File: config.mk
export PLATFORM = sky130hd
export DESIGN_NAME = color_pair_allocator
export DESIGN_NICKNAME = d
export VERILOG_FILES = /design/src/rtl/core/cpa_pkg.sv /design/src/rtl/core/cpa_cell.sv /design/src/rtl/core/color_pair_allocator.sv
export SDC_FILE = /design/constraint.sdc
export NUM_CORES = 2
export LEC_CHECK = 0
export ABC_CLOCK_PERIOD_IN_PS = 50100
export BUFFER_PORTS_ARGS = -buffer_cell sky130_fd_sc_hd__buf_2
export CORE_ASPECT_RATIO = 0.9
export CORE_UTILIZATION = 57
export DETAILED_ROUTE_END_ITERATION = 6
export PLACE_DENSITY = 0.86
export SLEW_MARGIN = 25
export SYNTH_ARGS = -nofsm -noshare
export SYNTH_HDL_FRONTEND = slang
export SYNTH_SLANG_ARGS = --single-unit
File: constraint.sdc
create_clock -name clock -period 50.1 [get_ports clock]
set_input_delay 2.505 -clock clock [delete_from_list [all_inputs] [get_ports clock]]
set_output_delay 2.505 -clock clock [all_outputs]
set_load 0.03 [all_outputs]
File: src/rtl/core/cpa_pkg.sv
// Shared types, constants and functions of the color pair allocator.
// Used by cpa_cell and color_pair_allocator; depends on nothing else.
package cpa_pkg;

   localparam int TABLE_DEPTH = 64;
   localparam int INDEX_WIDTH = $clog2(TABLE_DEPTH);
   localparam int PAIR_LIMIT  = 64;

   localparam logic [3:0] SCORE_START  = 4'hF;
   localparam logic [3:0] PEN_BG_BLACK = 4'd3;
   localparam logic [3:0] PEN_BG_WHITE = 4'd2;
   localparam logic [3:0] PEN_FG_BLACK = 4'd5;
   localparam logic [3:0] PEN_FG_WHITE = 4'd3;
   localparam logic [2:0] COLOR_BLACK  = 3'd0;
   localparam logic [2:0] COLOR_WHITE  = 3'd7;

   typedef enum logic [1:0] {
      OUTCOME_HIT    = 2'd0,
      OUTCOME_NEW    = 2'd1,
      OUTCOME_SUBST  = 2'd2,
      OUTCOME_REJECT = 2'd3
   } cpa_outcome_type;

   typedef enum logic [1:0] {
      ST_IDLE,
      ST_SCAN,
      ST_DONE
   } cpa_state_type;

   typedef struct packed {
      logic       live;
      logic [2:0] fg;
      logic [2:0] bg;
      logic [3:0] best_score;
      logic [7:0] best_pair;
      logic       hit;
      logic [7:0] hit_pair;
   } cpa_token_type;

   typedef struct packed {
      logic                   en;
      logic [INDEX_WIDTH-1:0] index;
      logic [7:0]             pair;
   } cpa_write_type;

   function automatic logic [2:0] color_perm(input logic [2:0] color);
      logic [2:0] mapped;
      case (color)
         3'd0: mapped = 3'd0;
         3'd1: mapped = 3'd4;
         3'd2: mapped = 3'd2;
         3'd3: mapped = 3'd6;
         3'd4: mapped = 3'd1;
         3'd5: mapped = 3'd5;
         3'd6: mapped = 3'd3;
         default: mapped = 3'd7;
      endcase
      return mapped;
   endfunction

endpackage

File: src/rtl/core/cpa_cell.sv
// One cell of the pair store chain: holds one table entry, scores it against
// the passing request word and hands the word on. Depends on cpa_pkg.
module cpa_cell (
   input  logic                           clock,
   input  logic                           reset,
   input  logic [cpa_pkg::INDEX_WIDTH-1:0] cell_index,
   input  cpa_pkg::cpa_token_type         tok_in,
   input  cpa_pkg::cpa_write_type         wr,
   output cpa_pkg::cpa_token_type         tok_out
);

   logic                  valid_ff, valid_in;
   logic [7:0]            pair_ff, pair_in;
   cpa_pkg::cpa_token_type tok_ff, tok_in_next;
   logic [3:0]            score;
   logic                  wr_hit;

   always_comb begin
      score = 4'd0;
      if (tok_in.bg != cell_index[2:0]) begin
         if (tok_in.bg == cpa_pkg::COLOR_BLACK) begin
            score = score + cpa_pkg::PEN_BG_BLACK;
         end else if (tok_in.bg == cpa_pkg::COLOR_WHITE) begin
            score = score + cpa_pkg::PEN_BG_WHITE;
         end
      end
      if (tok_in.fg != cell_index[5:3]) begin
         if (tok_in.fg == cpa_pkg::COLOR_BLACK) begin
            score = score + cpa_pkg::PEN_FG_BLACK;
         end else if (tok_in.fg == cpa_pkg::COLOR_WHITE) begin
            score = score + cpa_pkg::PEN_FG_WHITE;
         end
      end
   end

   always_comb begin
      tok_in_next = tok_in;
      if (valid_ff) begin
         if ({tok_in.fg, tok_in.bg} == cell_index) begin
            tok_in_next.hit      = 1'b1;
            tok_in_next.hit_pair = pair_ff;
         end
         if (score < tok_in.best_score) begin
            tok_in_next.best_score = score;
            tok_in_next.best_pair  = pair_ff;
         end
      end
   end

   assign wr_hit   = wr.en && (wr.index == cell_index);
   assign valid_in = valid_ff | wr_hit;
   assign pair_in  = wr_hit ? wr.pair : pair_ff;

   always_ff @(posedge clock) begin
      if (reset) begin
         valid_ff    <= 1'b0;
         tok_ff.live <= 1'b0;
      end else begin
         valid_ff <= valid_in;
         tok_ff   <= tok_in_next;
      end
      pair_ff <= pair_in;
   end

   assign tok_out = tok_ff;

endmodule

File: src/rtl/core/color_pair_allocator.sv
// Top level of the color pair allocator: request control, the chain of
// store cells and the response register. Depends on cpa_pkg and cpa_cell.
//
// A request word carries a foreground and a background color. The response
// word gives the pair number, the outcome, the program flag and, for a newly
// allocated pair, both colors after the terminal permutation.
// An in-range request enters the chain of 64 store cells and moves one cell
// per cycle; after the last cell its result is registered in the result
// registers, and from the done state the response word is loaded into the
// output register. A rejected request with a color outside 0..7 does not
// enter the chain; its result is registered at acceptance and then loaded
// into the output register from the done state, as for any other request.
// Only one request is in progress at a time; req_stall is high from
// acceptance until the response is loaded into the output register.
// If the receiver holds rsp_stall, the response word stays unchanged, a
// finished result waits, and no new request is taken until it is loaded.
// Reset clears every store entry, the entry count and all handshake state;
// the block takes requests in the first cycle after reset.
module color_pair_allocator (
   input  logic       clock,
   input  logic       reset,
   input  logic       req_valid,
   output logic       req_stall,
   input  logic [7:0] req_fg_color,
   input  logic [7:0] req_bg_color,
   output logic       rsp_valid,
   input  logic       rsp_stall,
   output logic [7:0] rsp_pair_number,
   output logic [1:0] rsp_outcome,
   output logic       rsp_program_pair,
   output logic [2:0] rsp_mapped_fg,
   output logic [2:0] rsp_mapped_bg
);

   cpa_pkg::cpa_state_type   state_ff, state_in;
   logic [6:0]               count_ff, count_in;
   logic [7:0]               res_pair_ff, res_pair_in;
   cpa_pkg::cpa_outcome_type res_outcome_ff, res_outcome_in;
   logic                     res_prog_ff, res_prog_in;
   logic [2:0]               res_mfg_ff, res_mfg_in;
   logic [2:0]               res_mbg_ff, res_mbg_in;
   logic                     rsp_valid_ff;
   logic [7:0]               rsp_pair_ff;
   cpa_pkg::cpa_outcome_type rsp_outcome_ff;
   logic                     rsp_prog_ff;
   logic [2:0]               rsp_mfg_ff, rsp_mbg_ff;

   logic                     req_accept, in_range, rsp_load, has_room;
   logic [8:0]               next_count;
   cpa_pkg::cpa_write_type   wr;
   cpa_pkg::cpa_token_type   chain_tok [0:cpa_pkg::TABLE_DEPTH];
   cpa_pkg::cpa_token_type   last_tok;

   assign req_stall  = (state_ff != cpa_pkg::ST_IDLE);
   assign req_accept = req_valid && !req_stall;
   assign in_range   = (req_fg_color[7:3] == 5'd0) && (req_bg_color[7:3] == 5'd0);

   always_comb begin
      chain_tok[0].live       = req_accept && in_range;
      chain_tok[0].fg         = req_fg_color[2:0];
      chain_tok[0].bg         = req_bg_color[2:0];
      chain_tok[0].best_score = cpa_pkg::SCORE_START;
      chain_tok[0].best_pair  = 8'd0;
      chain_tok[0].hit        = 1'b0;
      chain_tok[0].hit_pair   = 8'd0;
   end

   for (genvar g = 0; g < cpa_pkg::TABLE_DEPTH; g++) begin : g_cell
      cpa_cell u_cell (
         .clock      (clock),
         .reset      (reset),
         .cell_index (cpa_pkg::INDEX_WIDTH'(g)),
         .tok_in     (chain_tok[g]),
         .wr         (wr),
         .tok_out    (chain_tok[g+1])
      );
   end

   assign last_tok   = chain_tok[cpa_pkg::TABLE_DEPTH];
   assign next_count = {2'b00, count_ff} + 9'd1;
   assign has_room   = next_count < 9'(cpa_pkg::PAIR_LIMIT);

   always_comb begin
      state_in       = state_ff;
      count_in       = count_ff;
      res_pair_in    = res_pair_ff;
      res_outcome_in = res_outcome_ff;
      res_prog_in    = res_prog_ff;
      res_mfg_in     = res_mfg_ff;
      res_mbg_in     = res_mbg_ff;
      wr.en          = 1'b0;
      wr.index       = {last_tok.fg, last_tok.bg};
      wr.pair        = 8'd0;
      rsp_load       = 1'b0;
      unique case (state_ff)
         cpa_pkg::ST_IDLE: begin
            if (req_accept) begin
               if (in_range) begin
                  state_in = cpa_pkg::ST_SCAN;
               end else begin
                  res_pair_in    = 8'd0;
                  res_outcome_in = cpa_pkg::OUTCOME_REJECT;
                  res_prog_in    = 1'b0;
                  res_mfg_in     = 3'd0;
                  res_mbg_in     = 3'd0;
                  state_in       = cpa_pkg::ST_DONE;
               end
            end
         end
         cpa_pkg::ST_SCAN: begin
            if (last_tok.live) begin
               res_prog_in = 1'b0;
               res_mfg_in  = 3'd0;
               res_mbg_in  = 3'd0;
               if (last_tok.hit) begin
                  res_pair_in    = last_tok.hit_pair;
                  res_outcome_in = cpa_pkg::OUTCOME_HIT;
               end else if (has_room) begin
                  res_pair_in    = next_count[7:0];
                  res_outcome_in = cpa_pkg::OUTCOME_NEW;
                  res_prog_in    = 1'b1;
                  res_mfg_in     = cpa_pkg::color_perm(last_tok.fg);
                  res_mbg_in     = cpa_pkg::color_perm(last_tok.bg);
                  wr.en          = 1'b1;
                  wr.pair        = next_count[7:0];
                  count_in       = next_count[6:0];
               end else begin
                  res_pair_in    = last_tok.best_pair;
                  res_outcome_in = cpa_pkg::OUTCOME_SUBST;
                  wr.en          = 1'b1;
                  wr.pair        = last_tok.best_pair;
                  count_in       = next_count[6:0];
               end
               state_in = cpa_pkg::ST_DONE;
            end
         end
         cpa_pkg::ST_DONE: begin
            if (!rsp_valid_ff || !rsp_stall) begin
               rsp_load = 1'b1;
               state_in = cpa_pkg::ST_IDLE;
            end
         end
         default: state_in = cpa_pkg::ST_IDLE;
      endcase
   end

   always_ff @(posedge clock) begin
      if (reset) begin
         state_ff     <= cpa_pkg::ST_IDLE;
         count_ff     <= 7'd0;
         rsp_valid_ff <= 1'b0;
      end else begin
         state_ff <= state_in;
         count_ff <= count_in;
         if (rsp_load) begin
            rsp_valid_ff <= 1'b1;
         end else if (!rsp_stall) begin
            rsp_valid_ff <= 1'b0;
         end
      end
      res_pair_ff    <= res_pair_in;
      res_outcome_ff <= res_outcome_in;
      res_prog_ff    <= res_prog_in;
      res_mfg_ff     <= res_mfg_in;
      res_mbg_ff     <= res_mbg_in;
      if (rsp_load) begin
         rsp_pair_ff    <= res_pair_ff;
         rsp_outcome_ff <= res_outcome_ff;
         rsp_prog_ff    <= res_prog_ff;
         rsp_mfg_ff     <= res_mfg_ff;
         rsp_mbg_ff     <= res_mbg_ff;
      end
   end

   assign rsp_valid        = rsp_valid_ff;
   assign rsp_pair_number  = rsp_pair_ff;
   assign rsp_outcome      = rsp_outcome_ff;
   assign rsp_program_pair = rsp_prog_ff;
   assign rsp_mapped_fg    = rsp_mfg_ff;
   assign rsp_mapped_bg    = rsp_mbg_ff;

endmodule
# Word level (Yosys, flattened, before mapping)
# Index checks and enable logic that the tools add are counted.
dict set report op_classes {
  reduce_logical 229
  bitwise 65
  addsub 129
  muxes 619
  magnitude_cmp 65
  n_eq_ne 385
}
# cell count
set ops {}
lappend ops {{21-bit 2-to-1 mux} 62}
lappend ops {{4-bit 2-to-1 mux} 320}
lappend ops {{12-bit 2-to-1 mux} 62}
lappend ops {{9-bit 2-to-1 mux} 64}
lappend ops {{3-bit == test (second input constant)} 134}
lappend ops {{3-bit logical NOT} 130}
lappend ops {{6-bit == test (second input constant)} 64}
lappend ops {{4-bit by 2-bit adder with 4-bit output (second input constant)} 64}
lappend ops {{4-bit by 3-bit adder with 4-bit output (second input constant)} 64}
lappend ops {{4-bit less-than comparator} 63}
lappend ops {{6-bit by 5-bit == test with 1-bit output (second input constant)} 32}
lappend ops {{3-bit inequality test (second input constant)} 64}
lappend ops {{2-bit 2-to-1 mux} 73}
lappend ops {{6-bit by 4-bit == test with 1-bit output (second input constant)} 16}
lappend ops {{3-bit by 2-bit inequality test with 1-bit output (second input constant)} 32}
lappend ops {{8-bit 2-to-1 mux} 9}
lappend ops {{1-bit logical AND} 67}
lappend ops {{1-bit bitwise OR} 64}
lappend ops {{6-bit by 3-bit == test with 1-bit output (second input constant)} 8}
lappend ops {{3-bit by 1-bit inequality test with 1-bit output (second input constant)} 16}
lappend ops {{3-bit nonzero test} 16}
lappend ops {{3-bit one-hot mux with 7 select lines} 2}
lappend ops {{6-bit by 2-bit == test with 1-bit output (second input constant)} 4}
lappend ops {{3-bit 2-to-1 mux} 8}
lappend ops {{27 further kinds} 54}
dict set report word_totals {
  output_inout_bits 19
  reg_bits 2408
  elab_cells 2080
}

# Longest topological paths before layout
dict set report logic_depth {
  depth_word 11
  depth_mapped 14
  depth_no_buf 13
}

# Modules after synthesis
# A second synthesis with hierarchy kept.
dict set report hier_totals {
  cells_unflattened 7613
  area_unflattened_um2 117192.4
}
# module cells_each seq_area_each_um2 n_inst area_per_inst_um2
set by_module_without_submodules {}
lappend by_module_without_submodules {{cpa_cell (g_cell[0].u_cell ...)} 116 1091.0 63 1798.0}
lappend by_module_without_submodules {color_pair_allocator 185 1221.2 1 2088.3}
lappend by_module_without_submodules {{cpa_cell (g_cell[34].u_cell)} 120 1091.0 1 1831.8}

# Worst setup path before layout
# OpenSTA, ideal clock, no wires.
dict set report synth_path {
  kind {in2reg}
  startpoint {input reset}
  endpoint {register g_cell[0].u_cell.tok_ff, in the netlist g_cell[0].u_cell.tok_out[0] (enable)}
  path_buffers 2
  path_slack_ps -2078
  required_ps 47325
  path_stages 3
  arrival_time_ps 49403
  path_cell_list {clkbuf_1 inv_2 clkbuf_1}
}
# element line_no
set synth_lines {}
lappend synth_lines {{from (decl)} color_pair_allocator.sv:21} ;# input logic reset,
lappend synth_lines {{to (signal assigned)} cpa_cell.sv:60} ;# tok_ff <= tok_in_next;
lappend synth_lines {{to (decl)} cpa_cell.sv:14} ;# cpa_pkg::cpa_token_type tok_ff, tok_in_next;
# No word-level cell between the ends.

# Worst setup path in the final report
dict set report layout_path {
  startpoint {input reset}
  endpoint {register g_cell[37].u_cell.tok_ff, in the netlist g_cell[37].u_cell.tok_out[21] (enable)}
}
# element line_no
set layout_lines {}
lappend layout_lines {{to (signal assigned)} cpa_cell.sv:60}
lappend layout_lines {{to (decl)} cpa_cell.sv:14}
# No word-level cell between the ends.

==> flow_summary.toml <==
[synthesis]
netlist_instances = 6268
ys_seq_area_share_pct = 70.12
synth_top_area_share_pct = 67.39
synth_edf_count = 2270
netlist_area_um2 = 101200
synthArstFlopShare_pct = 0
postSynthAreaPerCell_um2 = 16.14
yosysTopAreaCell = "edfxtp_1"
yosysWarnings = 0
yosys-top-cells-area = "edfxtp_1 (67%), mux2_2 (13%), ha_1 (3.3%)"
ys.flop_type = "edfxtp_1"
ys_ff_latch = 2408
synth_cell_type_count = 85

[worst_setup_path]
cp_top_family = "buffers and inverters"
path_depth = 8
timing.rr.start = "g_cell[63].u_cell.tok_out[8]"
cp_cell_sequence = "buf_4 > inv_8 > buf_12 > buf_4 > buf_12 > buf_6 > buf_6 > buf_6"
cp.arrival_ns = 7.39
cp.required_ns = 50.55
setup.worst_path.class = "input port to flop"
rr_endpoint = "g_cell[0].u_cell.pair_ff[5]"
startpoint_type = "input port"
slowest_stage = "inv_8"
cp_max_fo = 146
crit_path_end = "g_cell[37].u_cell.tok_out[21]"
worstSetupEndpointType = "flop"
crit_top_cell = "buf_6"
reg2reg_depth = 4
reg2reg_slack_ns = 46.28
crit_buf_inv = 8
cp-startpoint = "reset"
critPathMaxStageDelay_ns = 0.83

[cts]
clockBufferDepth = 3
cts-buffers-inserted = 214
cts_sinks = 2408
cts_root_buf = "clkbuf_16"
ctsHoldBuffers = 0
cts_resized = 0
h-tree-depth = 4
postCtsSetupBuffers = 0
clkSlewWorstSetupHoldPaths_ns = 0.06
tritoncts = "done"
clk_latency_ns = 0.85

[routing]
viasPerCell = 5.907
drt_iter0_markers = 5664
drc = 0
avgRoutedWirePerCell_um = 21.01
dr.pass1.iters = 6
ant_nets = 0
vias = 53284
wl_um = 189500

[global_route]
grt_pass1_vias = 54418
grt_first_pass_wirelength_um = 295000
grt_max_degree = 227
grt_usage_pct = 20.78
antenna_found_initial = 4
globalRouteOverflowTotal = 0

[cells_and_area]
multi_input_area_um2 = 28580
syn_to_final_growth_pct = 10.66
drive_gt1_share_pct = 25.67
final_cells = 9020
fin_nets = 6736
nFillCells = 11177
regArea_um2 = 70930

[sta]
fin_crit_sh_pct = 13.85
clock.fmax_ghz = 0.1441
final-setup-viol-count = 0
rsz0062_at_grt = "no"
fin_worst_skew_ns = 0.04238
maxSlewViolCount = 0
min_period_ns = 6.939
tightest_slew_ns = 1.103
whs_ns = 0.4031
hold_viol = 0
maxSlewHeadroom_pct = 26.47
tns_ns = 0

[pwr]
power_mw = 4.198
max-vdd-ir-drop_v = 0.00002983
powerDensity_nw_per_um2 = 37.50
p_leak_nw = 38.45

[placement]
dp.cells = 8601
finalWeightedCongestion = 0.8482
dp_hpwl_um = 115000
io_buffer_count = 38

[floorplan]
fp-row-count = 146
core_um2 = 176100
start_util_pct = 57.44
die_h_um = 401.6
io_pins = 39
die_w_um = 446.0
dieArea_um2 = 179200

[worst_hold_path]
whs_path_depth = 0
hold_path_class = "flop to flop"

[run]
maxCapViolCount = 0

[status]
outcome = "completed"
[cell usage in the layout (no fill, tap or decap), types with 15 or more instances in the layout]
cell / synthesis / final
nand2_1: 198 / 198
o21ai_2: 4 / 20
a41oi_1: 15 / 15
ha_1: 263 / 263
inv_1: 362 / 362
nand2b_1: 54 / 54
nor2_1: 236 / 231
or3_1: 76 / 76
mux2_1: 41 / 41
and3_1: 60 / 58
nor4_4: 2 / 22
clkinv_2: 0 / 39
clkbuf_16: 0 / 219
clkbuf_8: 0 / 21
bufinv_16: 0 / 25
o21a_1: 67 / 67
mux2i_1: 25 / 25
nand4_1: 35 / 35
buf_2: 43 / 37
a31oi_1: 15 / 15
o21ai_0: 133 / 132
nor3_1: 63 / 63
a21oi_1: 133 / 131
xnor2_1: 31 / 31
or2_2: 52 / 52
buf_4: 20 / 35
clkinv_1: 0 / 35
nor4b_1: 16 / 16
clkbuf_1: 56 / 39
mux2_2: 1130 / 1130
nor2b_1: 87 / 87
a211oi_1: 60 / 58
dfxtp_1: 138 / 138
a21o_1: 20 / 20
nand3_1: 139 / 139
edfxtp_1: 2270 / 2270
nor4_1: 18 / 18
o211ai_1: 44 / 44
and2_1: 85 / 85
nand4b_1: 19 / 19
[where the power goes]
part | switching (mW) | total (mW) | leakage [nW] | internal [mW]
logic | 0.0978 | 0.171 | 13.0 | 0.0727
registers | 0.0455 | 2.33 | 21.8 | 2.29
clock network | 0.730 | 1.70 | 3.58 | 0.965
total | 0.873 | 4.20 | 38.4 | 3.32
[worst min-delay path by stage]
stage | startpoint | to | slack, ns
CTS | res_pair_ff[7] | rsp_pair_number[7] | 0.41
floorplan | res_mbg_ff[0] | rsp_mapped_bg[0] | 0.40
global route | res_pair_ff[7] | rsp_pair_number[7] | 0.41
global placement | res_pair_ff[7] | rsp_pair_number[7] | 0.40
finish | res_pair_ff[7] | rsp_pair_number[7] | 0.40
detailed placement | res_mfg_ff[2] | rsp_mapped_fg[2] | 0.41
[metal layers]
metal,vias to the layer above,GRT usage (%),share of wire [%]
met1,26332,25.92,39
met3,442,4.376,7.6
met2,2108,36.06,51
li1,24394,-,-
met4,8,6.728,2.9
met5,-,0,0.030
[per-stage QoR]
stage / worst slack [ns] / instance area, um2 / util (%)
4_1_cts: 41.85 / 111600 / 63.36
3_3_place_gp: 41.24 / 104200 / 59.16
2_1_floorplan: 24.50 / 101200 / -
5_1_grt: 42.93 / 111900 / 63.56
3_5_place_dp: 40.92 / 104200 / 59.19
6_report: 43.16 / 111900 / 63.57
[cells by family (layout without fill, tap and decap cells)]
logic type,after synthesis,in the layout,synth area share [%]
AO/OA/AOI/OAI,642,642,4.280
AND/OR/NAND/NOR,1221,1221,6.715
multiplexers,1196,1196,13.28
buffers and inverters,494,865,1.972
XOR/XNOR,43,43,0.3723
adder cells (fa/ha/maj),263,263,3.253
flip-flops,2408,2408,70.12
other,1,14,0.003707
[synth_stat cells, drive strengths merged, types with 15 or more instances]
| cell type | number |
|---|---|
| edfxtp | 2270 |
| mux2 | 1171 |
| inv | 369 |
| ha | 263 |
| nor2 | 236 |
| nand2 | 198 |
| o21ai | 160 |
| nand3 | 139 |
| dfxtp | 138 |
| a21oi | 133 |
| nor2b | 87 |
| and2 | 86 |
| or3 | 77 |
| nor3 | 72 |
| o21a | 67 |
| buf | 66 |
| a211oi | 62 |
| and3 | 60 |
| clkbuf | 59 |
| or2 | 57 |
| nand2b | 54 |
| nor4 | 44 |
| o211ai | 44 |
| nand4 | 35 |
| xnor2 | 31 |
| mux2i | 25 |
| nor4b | 24 |
| a21o | 20 |
| nand4b | 19 |
| o31ai | 19 |
| a31oi | 16 |
| a41oi | 15 |
[registers in the layout, summed over array words and instances, names as in the netlist, 2 cells and up]
signal / flops
count_ff: 7
res_pair_ff: 8
res_outcome_ff: 2
rsp_outcome: 2
state_ff: 2
g_cell.u_cell.valid_ff: 64
rsp_mapped_bg: 3
res_mbg_ff: 3
rsp_pair_number: 8
g_cell.u_cell.tok_out: 1788
res_mfg_ff: 3
rsp_mapped_fg: 3
g_cell.u_cell.pair_ff: 512
[final cells by class]
class	count	share of cell area, %
diodes	7	0.01565
clock inverters	129	1.279
multi-input cells	3372	25.53
well taps	2368	2.647
clock buffers	279	5.285
repair buffers	88	0.6360
inverters	369	1.244
flip-flops and latches	2408	63.36
No activity file was read; power rests on OpenSTA's default activity.
